## config.mk

```make
export PLATFORM = sky130hd
export DESIGN_NAME = adc_oversample_calibrate
export DESIGN_NICKNAME = d
export VERILOG_FILES = /design/src/hw/rtl/aoc_pkg.sv /design/src/hw/rtl/adc_oversample_calibrate.sv
export SDC_FILE = /design/constraint.sdc
export NUM_CORES = 1
export LEC_CHECK = 0
export BUFFER_PORTS_ARGS = -buffer_cell sky130_fd_sc_hd__buf_2
export CAP_MARGIN = 20
export CORE_MARGIN = 3
export CORE_UTILIZATION = 35
export DETAILED_ROUTE_END_ITERATION = 8
export GPL_TIMING_DRIVEN = 0
export PLACE_DENSITY_LB_ADDON = 0.12
export SLEW_MARGIN = 20
export SYNTH_ARGS = -nofsm -noshare
export SYNTH_HDL_FRONTEND = slang
export SYNTH_SLANG_ARGS = --single-unit
```

## constraint.sdc

```tcl
create_clock -name clk -period 13.94 [get_ports clk]
set_input_delay 0.697 -clock clk [delete_from_list [all_inputs] [get_ports clk]]
set_output_delay 0.697 -clock clk [all_outputs]
set_load 0.02 [all_outputs]
```

## src/hw/rtl/aoc_pkg.sv

```systemverilog
// aoc_pkg: shared types and constants for the oversampling and calibration block
// used by adc_oversample_calibrate; depends on nothing else
package aoc_pkg;

	// converter sample width and oversampling limit
	localparam int SAMPLE_BITS = 10;
	localparam int MAX_EXTEND  = 7;

	// field widths
	localparam int EXT_W   = 3;
	localparam int REF_W   = 16;
	localparam int COUNT_W = 16;
	localparam int OUT_W   = 12;
	localparam int WHOLE_W = 10;
	localparam int PART_W  = 7;

	// group counters: largest group is 4 << MAX_EXTEND samples
	localparam int GROUP_MAX = 4 << MAX_EXTEND;
	localparam int CNT_W     = $clog2(GROUP_MAX + 1);
	localparam int SUM_W     = SAMPLE_BITS + $clog2(GROUP_MAX);

	// divider
	localparam int PROD_W = COUNT_W + REF_W;
	localparam int STEP_W = $clog2(COUNT_W);
	localparam logic [REF_W-1:0] DECIMAL_BASE = REF_W'(100);
	localparam logic [REF_W-1:0] SAT_VALUE    = '1;

	// apb
	localparam int ADDR_W = 5;
	localparam int DATA_W = 32;

	// register indexes
	typedef enum logic [2:0] {
		REG_EXTEND     = 3'd0,
		REG_LOW_VOLTS  = 3'd1,
		REG_LOW_COUNT  = 3'd2,
		REG_HIGH_VOLTS = 3'd3,
		REG_HIGH_COUNT = 3'd4
	} reg_idx_t;

	// which division the shared divider is working on
	typedef enum logic [1:0] {
		PT_LOW   = 2'd0,
		PT_HIGH  = 2'd1,
		PT_SPLIT = 2'd2
	} point_t;

	// sequencer states
	typedef enum logic [5:0] {
		S_IDLE = 6'b000001,
		S_MUL  = 6'b000010,
		S_LOAD = 6'b000100,
		S_DIV  = 6'b001000,
		S_AVG  = 6'b010000,
		S_DONE = 6'b100000
	} state_t;

endpackage

```

## src/hw/rtl/adc_oversample_calibrate.sv

```systemverilog
// adc_oversample_calibrate: oversampling accumulator, two-point calibration and
// decimal split around one shared multiplier and one restoring divider; uses aoc_pkg
//
//   channel  signals                                     dir  beat
//   sample   sample, sample_valid, sample_ready           in   one converter result
//   result   oversampled_count, volts_hundredths,
//            whole_volts, hundredths_part,
//            result_valid, result_ready                   out  one calibrated reading
//   apb      psel, penable, pwrite, paddr, pwdata,
//            prdata, pready                               in   register access
//
// a sample that does not close its group is added to the running sum and the block stays idle
// a closing sample keeps the block busy through two passes of multiply, load and 16
// divider steps, one averaging state, a load and 16 steps for the decimal split and
// a hand-over state; a saturated or zero-reference scaling skips its 16 steps
// a finished result waits in the hand-over state for the output register
// samples are taken only while idle, also while a result waits in the output register
// reset clears registers to defaults, the running sum and the sample count
module adc_oversample_calibrate (
	input  logic                                   clk,
	input  logic                                   arst_n,
	// sample channel
	input  logic [aoc_pkg::SAMPLE_BITS-1:0]        sample,
	input  logic                                   sample_valid,
	output logic                                   sample_ready,
	// result channel
	output logic [aoc_pkg::OUT_W-1:0]              oversampled_count,
	output logic [aoc_pkg::REF_W-1:0]              volts_hundredths,
	output logic [aoc_pkg::WHOLE_W-1:0]            whole_volts,
	output logic [aoc_pkg::PART_W-1:0]             hundredths_part,
	output logic                                   result_valid,
	input  logic                                   result_ready,
	// apb
	input  logic                                   psel,
	input  logic                                   penable,
	input  logic                                   pwrite,
	input  logic [aoc_pkg::ADDR_W-1:0]             paddr,
	input  logic [aoc_pkg::DATA_W-1:0]             pwdata,
	output logic [aoc_pkg::DATA_W-1:0]             prdata,
	output logic                                   pready
);

	// configuration registers
	logic [aoc_pkg::EXT_W-1:0] extend_q;
	logic [aoc_pkg::REF_W-1:0] low_volts_q;
	logic [aoc_pkg::REF_W-1:0] low_count_q;
	logic [aoc_pkg::REF_W-1:0] high_volts_q;
	logic [aoc_pkg::REF_W-1:0] high_count_q;

	// accumulator
	logic [aoc_pkg::SUM_W-1:0] sum_q;
	logic [aoc_pkg::CNT_W-1:0] cnt_q;

	// sequencer and datapath
	aoc_pkg::state_t             state_q;
	aoc_pkg::point_t             point_q;
	logic [aoc_pkg::COUNT_W-1:0] count_q;
	logic [aoc_pkg::PROD_W-1:0]  prod_q;
	logic [aoc_pkg::REF_W-1:0]   rem_q;
	logic [aoc_pkg::REF_W-1:0]   dvd_q;
	logic [aoc_pkg::REF_W-1:0]   quo_q;
	logic [aoc_pkg::STEP_W-1:0]  step_q;
	logic [aoc_pkg::REF_W-1:0]   lo_q;
	logic [aoc_pkg::REF_W-1:0]   hi_q;
	logic [aoc_pkg::REF_W-1:0]   volts_q;

	// output register
	logic                        out_valid_q;
	logic [aoc_pkg::OUT_W-1:0]   out_count_q;
	logic [aoc_pkg::REF_W-1:0]   out_volts_q;
	logic [aoc_pkg::WHOLE_W-1:0] out_whole_q;
	logic [aoc_pkg::PART_W-1:0]  out_part_q;

	logic                        cfg_wr;
	logic [2:0]                  cfg_idx;
	logic                        in_beat;
	logic [aoc_pkg::EXT_W-1:0]   ext_eff;
	logic [aoc_pkg::CNT_W-1:0]   group_size;
	logic [aoc_pkg::SUM_W-1:0]   sum_next;
	logic [aoc_pkg::CNT_W-1:0]   cnt_next;
	logic                        group_done;
	logic [aoc_pkg::SUM_W-1:0]   sum_shifted;
	logic [aoc_pkg::REF_W-1:0]   divisor;
	logic [aoc_pkg::REF_W-1:0]   mul_volts;
	logic                        load_sat;
	logic [aoc_pkg::REF_W+1:0]   trial;
	logic                        trial_ok;
	logic [aoc_pkg::REF_W-1:0]   rem_step;
	logic [aoc_pkg::REF_W-1:0]   quo_step;
	logic [aoc_pkg::REF_W:0]     avg_sum;

	// apb decode
	assign pready  = 1'b1;
	assign cfg_wr  = psel && penable && pwrite;
	assign cfg_idx = paddr[4:2];

	always_comb begin
		prdata = '0;
		case (cfg_idx)
			aoc_pkg::REG_EXTEND:     prdata = aoc_pkg::DATA_W'(extend_q);
			aoc_pkg::REG_LOW_VOLTS:  prdata = aoc_pkg::DATA_W'(low_volts_q);
			aoc_pkg::REG_LOW_COUNT:  prdata = aoc_pkg::DATA_W'(low_count_q);
			aoc_pkg::REG_HIGH_VOLTS: prdata = aoc_pkg::DATA_W'(high_volts_q);
			aoc_pkg::REG_HIGH_COUNT: prdata = aoc_pkg::DATA_W'(high_count_q);
			default:                 prdata = '0;
		endcase
	end

	always_ff @(posedge clk or negedge arst_n) begin
		if (!arst_n) begin
			extend_q     <= '0;
			low_volts_q  <= '0;
			low_count_q  <= aoc_pkg::REF_W'(1);
			high_volts_q <= '0;
			high_count_q <= aoc_pkg::REF_W'(1);
		end else if (cfg_wr) begin
			case (cfg_idx)
				aoc_pkg::REG_EXTEND:     extend_q     <= pwdata[aoc_pkg::EXT_W-1:0];
				aoc_pkg::REG_LOW_VOLTS:  low_volts_q  <= pwdata[aoc_pkg::REF_W-1:0];
				aoc_pkg::REG_LOW_COUNT:  low_count_q  <= pwdata[aoc_pkg::REF_W-1:0];
				aoc_pkg::REG_HIGH_VOLTS: high_volts_q <= pwdata[aoc_pkg::REF_W-1:0];
				aoc_pkg::REG_HIGH_COUNT: high_count_q <= pwdata[aoc_pkg::REF_W-1:0];
				default: ;
			endcase
		end
	end

	// group size from the current exponent, clamped at the limit
	always_comb begin
		ext_eff = extend_q;
		if (32'(extend_q) > aoc_pkg::MAX_EXTEND)
			ext_eff = aoc_pkg::EXT_W'(aoc_pkg::MAX_EXTEND);
	end

	assign group_size   = aoc_pkg::CNT_W'(4) << ext_eff;
	assign sample_ready = (state_q == aoc_pkg::S_IDLE);
	assign in_beat      = sample_valid && sample_ready;
	assign sum_next     = sum_q + aoc_pkg::SUM_W'(sample);
	assign cnt_next     = cnt_q + aoc_pkg::CNT_W'(1);
	assign group_done   = (cnt_next >= group_size);
	assign sum_shifted  = sum_next >> ext_eff;

	// operand selection for the shared multiplier and divider
	always_comb begin
		case (point_q)
			aoc_pkg::PT_LOW: begin
				divisor   = low_count_q;
				mul_volts = low_volts_q;
			end
			aoc_pkg::PT_HIGH: begin
				divisor   = high_count_q;
				mul_volts = high_volts_q;
			end
			default: begin
				divisor   = aoc_pkg::DECIMAL_BASE;
				mul_volts = high_volts_q;
			end
		endcase
	end

	// quotient would not fit, or no reference: saturate without dividing
	assign load_sat = (divisor == '0) ||
		(prod_q[aoc_pkg::PROD_W-1:aoc_pkg::REF_W] >= divisor);

	// one restoring step
	assign trial    = {1'b0, rem_q, dvd_q[aoc_pkg::REF_W-1]} - {2'b00, divisor};
	assign trial_ok = !trial[aoc_pkg::REF_W+1];
	assign rem_step = trial_ok ? trial[aoc_pkg::REF_W-1:0]
		: {rem_q[aoc_pkg::REF_W-2:0], dvd_q[aoc_pkg::REF_W-1]};
	assign quo_step = {quo_q[aoc_pkg::REF_W-2:0], trial_ok};

	assign avg_sum = {1'b0, lo_q} + {1'b0, hi_q};

	// accumulator
	always_ff @(posedge clk or negedge arst_n) begin
		if (!arst_n) begin
			sum_q <= '0;
			cnt_q <= '0;
		end else if (in_beat) begin
			if (group_done) begin
				sum_q <= '0;
				cnt_q <= '0;
			end else begin
				sum_q <= sum_next;
				cnt_q <= cnt_next;
			end
		end
	end

	// sequencer control
	always_ff @(posedge clk or negedge arst_n) begin
		if (!arst_n) begin
			state_q     <= aoc_pkg::S_IDLE;
			point_q     <= aoc_pkg::PT_LOW;
			step_q      <= '0;
			out_valid_q <= 1'b0;
		end else begin
			// output register: load a finished reading, else drop an accepted beat
			if (state_q == aoc_pkg::S_DONE && (!out_valid_q || result_ready))
				out_valid_q <= 1'b1;
			else if (result_valid && result_ready)
				out_valid_q <= 1'b0;
			case (state_q)
				aoc_pkg::S_IDLE: begin
					if (in_beat && group_done) begin
						state_q <= aoc_pkg::S_MUL;
						point_q <= aoc_pkg::PT_LOW;
					end
				end
				aoc_pkg::S_MUL: begin
					state_q <= aoc_pkg::S_LOAD;
				end
				aoc_pkg::S_LOAD: begin
					step_q <= '0;
					if (!load_sat)
						state_q <= aoc_pkg::S_DIV;
					else if (point_q == aoc_pkg::PT_LOW) begin
						state_q <= aoc_pkg::S_MUL;
						point_q <= aoc_pkg::PT_HIGH;
					end else
						state_q <= aoc_pkg::S_AVG;
				end
				aoc_pkg::S_DIV: begin
					step_q <= step_q + aoc_pkg::STEP_W'(1);
					if (step_q == '1) begin
						case (point_q)
							aoc_pkg::PT_LOW: begin
								state_q <= aoc_pkg::S_MUL;
								point_q <= aoc_pkg::PT_HIGH;
							end
							aoc_pkg::PT_HIGH: state_q <= aoc_pkg::S_AVG;
							default:          state_q <= aoc_pkg::S_DONE;
						endcase
					end
				end
				aoc_pkg::S_AVG: begin
					state_q <= aoc_pkg::S_LOAD;
					point_q <= aoc_pkg::PT_SPLIT;
				end
				aoc_pkg::S_DONE: begin
					if (!out_valid_q || result_ready)
						state_q <= aoc_pkg::S_IDLE;
				end
				default: state_q <= aoc_pkg::S_IDLE;
			endcase
		end
	end

	// datapath registers
	always_ff @(posedge clk) begin
		case (state_q)
			aoc_pkg::S_IDLE: begin
				if (in_beat && group_done)
					count_q <= sum_shifted[aoc_pkg::COUNT_W-1:0];
			end
			aoc_pkg::S_MUL: begin
				prod_q <= aoc_pkg::PROD_W'(count_q) * aoc_pkg::PROD_W'(mul_volts);
			end
			aoc_pkg::S_LOAD: begin
				rem_q <= prod_q[aoc_pkg::PROD_W-1:aoc_pkg::REF_W];
				dvd_q <= prod_q[aoc_pkg::REF_W-1:0];
				quo_q <= '0;
				if (load_sat) begin
					if (point_q == aoc_pkg::PT_LOW)
						lo_q <= aoc_pkg::SAT_VALUE;
					else
						hi_q <= aoc_pkg::SAT_VALUE;
				end
			end
			aoc_pkg::S_DIV: begin
				rem_q <= rem_step;
				dvd_q <= {dvd_q[aoc_pkg::REF_W-2:0], 1'b0};
				quo_q <= quo_step;
				if (step_q == '1) begin
					if (point_q == aoc_pkg::PT_LOW)
						lo_q <= quo_step;
					else if (point_q == aoc_pkg::PT_HIGH)
						hi_q <= quo_step;
				end
			end
			aoc_pkg::S_AVG: begin
				volts_q <= avg_sum[aoc_pkg::REF_W:1];
				prod_q  <= aoc_pkg::PROD_W'(avg_sum[aoc_pkg::REF_W:1]);
			end
			aoc_pkg::S_DONE: begin
				if (!out_valid_q || result_ready) begin
					out_count_q <= count_q[aoc_pkg::OUT_W-1:0];
					out_volts_q <= volts_q;
					out_whole_q <= quo_q[aoc_pkg::WHOLE_W-1:0];
					out_part_q  <= rem_q[aoc_pkg::PART_W-1:0];
				end
			end
			default: ;
		endcase
	end

	assign result_valid      = out_valid_q;
	assign oversampled_count = out_count_q;
	assign volts_hundredths  = out_volts_q;
	assign whole_volts       = out_whole_q;
	assign hundredths_part   = out_part_q;

	// checks
	a_cnt_bound: assert property (@(posedge clk) disable iff (!arst_n)
		32'(cnt_q) < aoc_pkg::GROUP_MAX)
		else $error("sample count beyond largest group");

	a_step_idle: assert property (@(posedge clk) disable iff (!arst_n)
		(state_q != aoc_pkg::S_DIV) |-> (step_q == '0))
		else $error("divider step count not cleared outside division");

	a_rise_from_done: assert property (@(posedge clk) disable iff (!arst_n)
		$rose(out_valid_q) |-> $past(state_q == aoc_pkg::S_DONE))
		else $error("result shown without finished sequence");

	a_split: assert property (@(posedge clk) disable iff (!arst_n)
		result_valid |-> (hundredths_part < aoc_pkg::PART_W'(100)) &&
		(32'(whole_volts) * 32'd100 + 32'(hundredths_part) == 32'(volts_hundredths)))
		else $error("decimal split inconsistent with voltage");

endmodule
```

Word-level counts from Yosys, hierarchy flattened
Index checks and enable logic that the tools add are counted.
{"block": "word_totals", "register_bits": 297, "in_bits": 54, "out_inout_bits": 80, "wordCells": 119}
{"block": "op_classes", "add_sub_neg": 5, "mul": 1, "order_cmp": 2, "eq_ne": 21, "shifts": 2, "n_mux": 36, "reduce_logical": 29}
{"op": "16-bit 2-to-1 mux", "count": 11}
{"op": "16-bit case mux with 2 select lines", "count": 5}
{"op": "16-bit case mux with 5 select lines", "count": 1}
{"op": "32-bit case mux with 2 select lines", "count": 1}
{"op": "16-bit by 16-bit multiplier with 32-bit output", "count": 1}
{"op": "15-bit case mux with 2 select lines", "count": 1}
{"op": "6-bit case mux with 5 select lines", "count": 1}
{"op": "19-bit by 10-bit adder with 19-bit output", "count": 1}
{"op": "19-bit 2-to-1 mux", "count": 1}
{"op": "19-bit by 3-bit >> shifter with 16-bit output", "count": 1}
{"op": "6-bit 2-to-1 mux", "count": 3}
{"op": "17-bit by 16-bit subtractor with 18-bit output", "count": 1}
{"op": "16-bit by 16-bit adder with 17-bit output", "count": 1}
{"op": "16-bit greater-or-equal comparator", "count": 1}
{"op": "16-bit logical NOT", "count": 1}
{"op": "2-bit != test, second input constant", "count": 7}
{"op": "2-bit AND reduction", "count": 7}
{"op": "6-bit case mux with 2 select lines", "count": 1}
{"op": "10-bit by 1-bit adder with 10-bit output, second input constant", "count": 1}
{"op": "10-bit greater-or-equal comparator", "count": 1}
{"op": "10-bit 2-to-1 mux", "count": 1}
{"op": "5-bit 2-to-1 mux", "count": 2}
{"op": "3-bit by 3-bit left shift with 10-bit output, first input constant", "count": 1}
{"op": "2-bit 2-to-1 mux", "count": 4}
{"op": "28 further kinds", "count": 40}

Logic depth before layout (Yosys ltp)
Gate-level depths: netlist of run 1.
{"block": "logic_depth", "word_depth": 8, "mapped_depth": 28, "ltp_nobuf": 24}

Worst setup path before layout of run 1
OpenSTA, ideal clock, no wires.
{"block": "synth_path", "kind": "register to register", "startpoint": "register point_q[0]", "endpoint": "register prod_q[30] (netlist bit) (data pin)", "setup_ns": 0.270, "t_arrival_ns": 7.326, "required_time_ns": 13.670, "setup_slack_ns": 6.345, "stages_incl_launch_ff": 27, "path_buffers": 4, "period_less_slack_ns": 7.595, "cell_sequence": "dfrtp_1 -> clkbuf_1 -> clkbuf_1 -> nor2_1 -> buf_1 -> mux2i_1 -> clkbuf_1 -> nor2b_1 -> fa_1 -> inv_1 -> fa_1 -> fa_1 -> inv_1 -> fa_1 -> fa_1 -> inv_1 -> fa_1 -> inv_1 -> ha_1 -> a21oi_1 -> nor2_1 -> a2111oi_2 -> o21bai_1 -> a221o_1 -> a211oi_1 -> or3_1 -> a21oi_1"}
{"block": "synth_via", "elab_chain_len": 4}
{"item": "start, declared", "line_no": "adc_oversample_calibrate.sv:56", "source": "aoc_pkg::point_t point_q;"}
{"item": "start signal, assigned", "line_no": "adc_oversample_calibrate.sv:194", "source": "point_q <= aoc_pkg::PT_LOW;"}
{"item": "start signal, assigned", "line_no": "adc_oversample_calibrate.sv:207", "source": "point_q <= aoc_pkg::PT_LOW;"}
{"item": "start signal, assigned", "line_no": "adc_oversample_calibrate.sv:219", "source": "point_q <= aoc_pkg::PT_HIGH;"}
{"item": "2-bit logical NOT", "line_no": "adc_oversample_calibrate.sv:145", "source": "case (point_q)"}
{"item": "16-bit 2-to-1 mux", "line_no": "adc_oversample_calibrate.sv:145"}
{"item": "16-bit by 16-bit multiplier with 32-bit output", "line_no": "adc_oversample_calibrate.sv:257", "source": "prod_q <= aoc_pkg::PROD_W'(count_q) * aoc_pkg::PROD_W'(mul_volts);"}
{"item": "32-bit case mux with 2 select lines", "line_no": "adc_oversample_calibrate.sv:251", "source": "case (state_q)"}
{"item": "end signal, assigned", "line_no": "adc_oversample_calibrate.sv:257"}
{"item": "end signal, assigned", "line_no": "adc_oversample_calibrate.sv:283", "source": "prod_q <= aoc_pkg::PROD_W'(avg_sum[aoc_pkg::REF_W:1]);"}
{"item": "end, declared", "line_no": "adc_oversample_calibrate.sv:58", "source": "logic [aoc_pkg::PROD_W-1:0] prod_q;"}
Every way passes these cells.
A chain may end at the register's enable or synchronous reset.

Worst setup path after layout of run 1
{"block": "layout_path", "startpoint": "register point_q[0]", "endpoint": "register prod_q[31] (netlist bit) (data pin)"}
Same word-level chain as after synthesis.

==> results of run 1 <==
## layer usage
metal	part of all wire	GRT usage	wire [µm]
met1	0.44	0.250	30100
met2	0.50	0.344	34300
met3	0.043	0.0291	2960
met4	0.023	0.0504	1590
met5	0	0	0
## state kept, by name, summed over array words and instances (netlist names), 16 cells and up
| name | count |
|---|---|
| rem_q | 16 |
| count_q | 16 |
| volts_q | 16 |
| volts_hundredths | 16 |
| low_volts_q | 16 |
| hi_q | 16 |
| high_count_q | 16 |
| low_count_q | 16 |
| high_volts_q | 16 |
| sum_q | 19 |
| prod_q | 32 |
| dvd_q | 16 |
| lo_q | 16 |
## area by class of cell
cell class | count | area [µm²]
Sequential cell | 297 | 8380
Clock inverter | 14 | 97.6
Multi-Input combinational cell | 1708 | 14400
Clock buffer | 48 | 955
Antenna cell | 1 | 2.50
Fill cell | 6685 | 40700
Buffer | 115 | 498
Inverter | 244 | 918
Tap cell | 873 | 1090
Timing Repair Buffer | 104 | 623
## worst max-delay path by stage
stage / start / to / slack, ns / cells after the start
after floorplan: point_q[0] / prod_q[30] / 6.34 / 26
after global placement: point_q[0] / prod_q[31] / 4.60 / 26
after detailed placement: point_q[0] / prod_q[31] / 4.67 / 26
after CTS: point_q[0] / prod_q[31] / 4.61 / 26
after global routing: point_q[0] / prod_q[31] / 4.04 / 26
final: point_q[0] / prod_q[31] / 4.64 / 26
## synthesized netlist by cell type (6+ instances only)
cell,instances,area (µm²)
sky130_fd_sc_hd__a211o_1,9,78.8
sky130_fd_sc_hd__a211oi_1,18,135
sky130_fd_sc_hd__a21o_1,34,255
sky130_fd_sc_hd__a21oi_1,70,350
sky130_fd_sc_hd__a22oi_1,12,90.1
sky130_fd_sc_hd__a31oi_1,15,93.8
sky130_fd_sc_hd__and2_1,96,601
sky130_fd_sc_hd__and3_1,17,106
sky130_fd_sc_hd__buf_1,9,33.8
sky130_fd_sc_hd__buf_4,17,128
sky130_fd_sc_hd__clkbuf_1,87,327
sky130_fd_sc_hd__dfrtp_1,106,2650
sky130_fd_sc_hd__edfxtp_1,188,5650
sky130_fd_sc_hd__fa_1,197,3940
sky130_fd_sc_hd__ha_1,172,2150
sky130_fd_sc_hd__inv_1,241,905
sky130_fd_sc_hd__mux2_2,112,1260
sky130_fd_sc_hd__mux2i_1,30,300
sky130_fd_sc_hd__mux4_2,6,135
sky130_fd_sc_hd__nand2_1,340,1280
sky130_fd_sc_hd__nand2b_1,37,231
sky130_fd_sc_hd__nand3_1,35,175
sky130_fd_sc_hd__nand4_1,6,37.5
sky130_fd_sc_hd__nor2_1,89,334
sky130_fd_sc_hd__nor2b_1,58,363
sky130_fd_sc_hd__nor3_1,26,130
sky130_fd_sc_hd__nor3b_1,6,45.0
sky130_fd_sc_hd__nor4_1,9,56.3
sky130_fd_sc_hd__o211ai_1,6,45.0
sky130_fd_sc_hd__o21a_1,15,113
sky130_fd_sc_hd__o21ai_0,97,485
sky130_fd_sc_hd__o31ai_1,20,150
sky130_fd_sc_hd__or3_1,12,75.1
sky130_fd_sc_hd__xnor2_1,41,359
sky130_fd_sc_hd__xor2_1,29,254
## logic make-up (layout without fill, tap and decap cells)
group,after synthesis,after routing,share of synthesized area
multiplexers,149,149,0.0709
AND/OR/NAND/NOR,751,751,0.149
flip-flops,297,297,0.348
AO/OA/AOI/OAI,352,352,0.0949
XOR/XNOR,70,70,0.0254
buffers and inverters,359,525,0.0587
other,2,18,0.000312
adder cells (fa/ha/maj),369,369,0.253
## per-stage QoR
stage,cells,util,hold WS (ns)
6_report,3404,0.399,0.140
5_1_grt,3403,0.399,0.168
4_1_cts,3403,0.399,0.153
3_5_place_dp,3341,0.383,0.405
3_3_place_gp,3333,0.380,0.400
2_1_floorplan,2364,-,0.400
## critical path, delay by kind of cell (launching register included)
family	cells	cell delay, ns
compound gates	5	1.48
flops	1	0.36
fa+ha+maj	7	3.52
buf+inv	8	1.89
simple gates	5	0.91
mux	1	0.86
==> impl_metrics.tcl, run 1 <==
set metrics [dict create \
    run_status "complete, no violations" \
    cp_data_arrival_time_ns 9.58 \
    global_route.overflow_total 0 \
    clock-root-buffer "sky130_fd_sc_hd__clkbuf_16" \
    rsz_0062_raised_after_global_routing "no" \
    core-area_um2 67600 \
    yosys_register_bits 297 \
    category_of_the_critical_setup_timing_path "reg2reg" \
    first_iter_violations 928 \
    async_flop_share 0.367 \
    dr_total_vias 17400 \
    die_footprint_um2 72000 \
    maxSlewHeadroom 0.227 \
    clkSlewWorstSetupHoldPaths_ns 0.06 \
    drive_gt1_frac 0.125 \
    synth-edff-count 188 \
    number_of_setup_buffers_added_after_cts 0 \
    area_growth_pct 11.9 \
    r2r_setup_slack_ns 4.64 \
    cts_inserted_buffers 35 \
    largest_net_degree_at_the_start_of_global_routing 65 \
    yosys.cell_types.count 76 \
    hp-class "in2async" \
    worstSkewPairLatency_ns 0.55 \
    layout.cells.most_common "sky130_fd_sc_hd__nand2_1" \
    final_period_minus_worst_setup_slack_ns 9.30 \
    numPortBuffers 96 \
    place.gp.congestion 0.882 \
    finish.net_count 2928 \
    max_stage_delay_ns 0.86 \
    endpoint_required_time_on_the_critical_path_ns 14.22 \
    final.setup.worst_slack_ns 4.64 \
    grt_pass1_wl_mm 107 \
    timing.reg2reg.worst_path_depth 26 \
    ctsResizeCount 0 \
    die_extent_in_x_um 268 \
    worstReg2RegEnd "prod_q[31]" \
    grt_use_total 0.195 \
    critPathMaxFanout 10 \
    dpl_cell_area_um2 25900 \
    first_pass_iters 5 \
    first_global_vias 18400 \
    grt_antenna_before_repair 6 \
    hpwlAfterDp_mm 54.3 \
    pre_cts_setup_slack_ns 4.67 \
    yosysWarnings 0 \
    synth-main-ff-cell "sky130_fd_sc_hd__edfxtp_1" \
    clock_skew_ns 0.0228 \
    tightestPinTransition_ns 1.16 \
    regToRegStartpoint "point_q[0]" \
    via_per_inst 5.12 \
    endpoint_kind "flip-flop" \
    finalSetupViolations 0 \
    top_level_ports 134 \
    synthesis.area_um2 24100 \
    cts.hold.buffers_added 0 \
    number_of_core_rows 95 \
    final_antenna_net_count 0 \
    ctsLongestPathBuffers 3 \
    wl_per_cell_um 20.3 \
    final_max_slew_violation_count 0 \
    tns_ns 0 \
    post_synth_inst_count 2349 \
    tritoncts "yes" \
    cts.sink_count 297 \
    setup.worst_path.start_class "flip-flop" \
    period_share 0.667 \
    crit_path_top_delay_cell "sky130_fd_sc_hd__mux2i_1" \
    cpMostUsedCell "sky130_fd_sc_hd__fa_1" \
    post-route-cell-area_um2 27000 \
    cts.htree.levels 2 \
    layout_common_cells "sky130_fd_sc_hd__nand2_1, sky130_fd_sc_hd__inv_1, sky130_fd_sc_hd__fa_1" \
    seq_area_frac_synth 0.348 \
    cap_violations 0 \
    die_h_um 268 \
    initial_core_util 0.356 \
    totalWireLength_mm 69.0 \
    max_freq_ghz 0.108 \
    syn_area_per_cell_um2 10.3 \
    drc_errors 0 \
    final_hold_viol_count 0 \
]
Power of run 1 is not shown: default switching activity piles up to over one toggle a cycle in this logic, so the estimate is an artifact.
==> run 2, diff against run 1 <==
==> constraint.sdc (replaced) <==
create_clock -name clk -period 9.7 [get_ports clk]
set_input_delay 0.485 -clock clk [delete_from_list [all_inputs] [get_ports clk]]
set_output_delay 0.485 -clock clk [all_outputs]
set_load 0.02 [all_outputs]
==> impl_metrics.tcl, run 2 (synthesized netlist as in run 1, its figures left out) <==
set metrics [dict create \
    die_extent_in_x_um 268 \
    top_level_ports 134 \
    seqCellArea_um2 8380 \
    max_freq_ghz 0.110 \
    die_footprint_um2 72000 \
    period_share 0.934 \
    largest-register "prod_q" \
    finalSetupViolations 0 \
    cts.htree.levels 2 \
    global_route.overflow_total 0 \
    category_of_the_critical_setup_timing_path "reg2reg" \
    largest_net_degree_at_the_start_of_global_routing 65 \
    clock-root-buffer "sky130_fd_sc_hd__clkbuf_16" \
    die_h_um 268 \
    multi_input_comb_area_um2 14400 \
    layout_common_cells "sky130_fd_sc_hd__nand2_1, sky130_fd_sc_hd__inv_1, sky130_fd_sc_hd__fa_1" \
    hp-class "in2reg" \
    run_status "complete, no violations" \
    drc_errors 0 \
    area_growth_pct 12.0 \
    place.gp.congestion 0.882 \
    first_pass_iters 5 \
    registers_with_the_most_flip_flops "prod_q x32, sum_q x19" \
    maxSlewHeadroom 0.227 \
    grt_pass1_wl_mm 107 \
    tightestPinTransition_ns 1.16 \
    tns_ns 0 \
    totalWireLength_mm 68.9 \
    critPathMaxFanout 10 \
    cap_violations 0 \
    final_hold_viol_count 0 \
    endpoint_kind "flip-flop" \
    final_max_slew_violation_count 0 \
    endpoint_required_time_on_the_critical_path_ns 9.98 \
    grt_antenna_before_repair 6 \
    grt_use_total 0.195 \
    number_of_core_rows 95 \
    layout.cells.most_common "sky130_fd_sc_hd__nand2_1" \
    final_period_minus_worst_setup_slack_ns 9.06 \
    holdCritStartpoint "pwdata[3]" \
    hpwlAfterDp_mm 54.3 \
    cts_inserted_buffers 35 \
    ctsLongestPathBuffers 3 \
    cp_data_arrival_time_ns 9.34 \
    clkSlewWorstSetupHoldPaths_ns 0.06 \
    setup.worst_path.start_class "flip-flop" \
    first_global_vias 18400 \
    worst_setup_path_startpoint "point_q[0]" \
    worstSkewPairLatency_ns 0.55 \
    clock_skew_ns 0.0219 \
    largest_reg_flops 32 \
    rsz_0062_raised_after_global_routing "no" \
    core-area_um2 67600 \
    via_per_inst 5.15 \
    final_antenna_net_count 0 \
    tritoncts "yes" \
    cts.sink_count 297 \
    drive_gt1_frac 0.126 \
    wl_per_cell_um 20.2 \
    first_iter_violations 988 \
    dr_total_vias 17500 \
    initial_core_util 0.356 \
    number_of_setup_buffers_added_after_cts 0 \
    numPortBuffers 96 \
    fillers 6681 \
    regToRegStartpoint "point_q[0]" \
    finish.net_count 2929 \
]
-- run 2: layout make-up --
cell class / instances / share of cell area
inverters: 244 / 0.0340
repair buffers: 105 / 0.0235
clock inverters: 14 / 0.00362
multi-input cells: 1708 / 0.534
diodes: 2 / 0.000186
plain buffers: 115 / 0.0185
flip-flops and latches: 297 / 0.311
clock buffers: 48 / 0.0354
well taps: 873 / 0.0405
-- run 2: per-stage QoR --
| step | area [µm²] | instances | hold slack, ns | setup slack (ns) | utilization |
|---|---|---|---|---|---|
| after floorplan | 24200 | 2364 | 0.189 | 2.10 | - |
| final | 27000 | 3406 | 0.243 | 0.645 | 0.399 |
| after detailed placement | 25900 | 3341 | 0.405 | 0.428 | 0.383 |
| after global routing | 27000 | 3404 | 0.229 | 0.00658 | 0.399 |
| after CTS | 27000 | 3404 | 0.208 | 0.375 | 0.399 |
| after global placement | 25700 | 3333 | 0.400 | 0.364 | 0.380 |
-- run 2: critical path: stages, from the launching register on --
cell	delay [ns]
sky130_fd_sc_hd__dfrtp_1	0.36
sky130_fd_sc_hd__clkbuf_1	0.26
sky130_fd_sc_hd__clkbuf_1	0.31
sky130_fd_sc_hd__nor2_1	0.28
sky130_fd_sc_hd__buf_1	0.63
sky130_fd_sc_hd__mux2i_2	0.65
sky130_fd_sc_hd__clkbuf_1	0.49
sky130_fd_sc_hd__nor2b_1	0.14
sky130_fd_sc_hd__fa_1	0.52
sky130_fd_sc_hd__inv_1	0.06
sky130_fd_sc_hd__fa_1	0.50
sky130_fd_sc_hd__fa_1	0.52
sky130_fd_sc_hd__inv_1	0.05
sky130_fd_sc_hd__fa_1	0.46
sky130_fd_sc_hd__fa_1	0.54
sky130_fd_sc_hd__inv_1	0.05
sky130_fd_sc_hd__fa_1	0.57
sky130_fd_sc_hd__inv_1	0.05
sky130_fd_sc_hd__ha_1	0.40
sky130_fd_sc_hd__a21oi_1	0.13
sky130_fd_sc_hd__a21oi_1	0.17
sky130_fd_sc_hd__o21ai_0	0.20
sky130_fd_sc_hd__a311oi_1	0.46
sky130_fd_sc_hd__nor2_1	0.21
sky130_fd_sc_hd__o311ai_0	0.49
sky130_fd_sc_hd__nand3_1	0.12
sky130_fd_sc_hd__nor3b_1	0.16
-- run 2: path summary, 6_finish.rpt --
| path | end | slack, ns | cells past startpoint |
|---|---|---|---|
| min in group asynchronous | sum_q[2] | 0.49 | 2 |
| max in group asynchronous | high_count_q[0] | 8.42 | 3 |
| max reg2reg | prod_q[31] | 0.64 | 26 |
| min | high_count_q[3] | 0.24 | 2 |
| max | prod_q[31] | 0.64 | 26 |
| min reg2reg | volts_hundredths[9] | 0.42 | 0 |
-- run 2: layer usage --
layer,part of all wire,GRT usage,vias to the layer above
met5,0,0,-
met4,0.024,0.0504,0
met3,0.046,0.0291,101
met2,0.50,0.344,411
met1,0.43,0.250,8755
li1,-,-,8271
-- run 2: what timing repair did --
item / 4_1_cts / 5_1_grt
endpoints found under the hold margin: 62 / 0
hold buffers: 1 / 0
gates resized for setup: 0 / 2
setup endpoints to repair: 0 / 8
Power of run 2 is left out for the same reason.
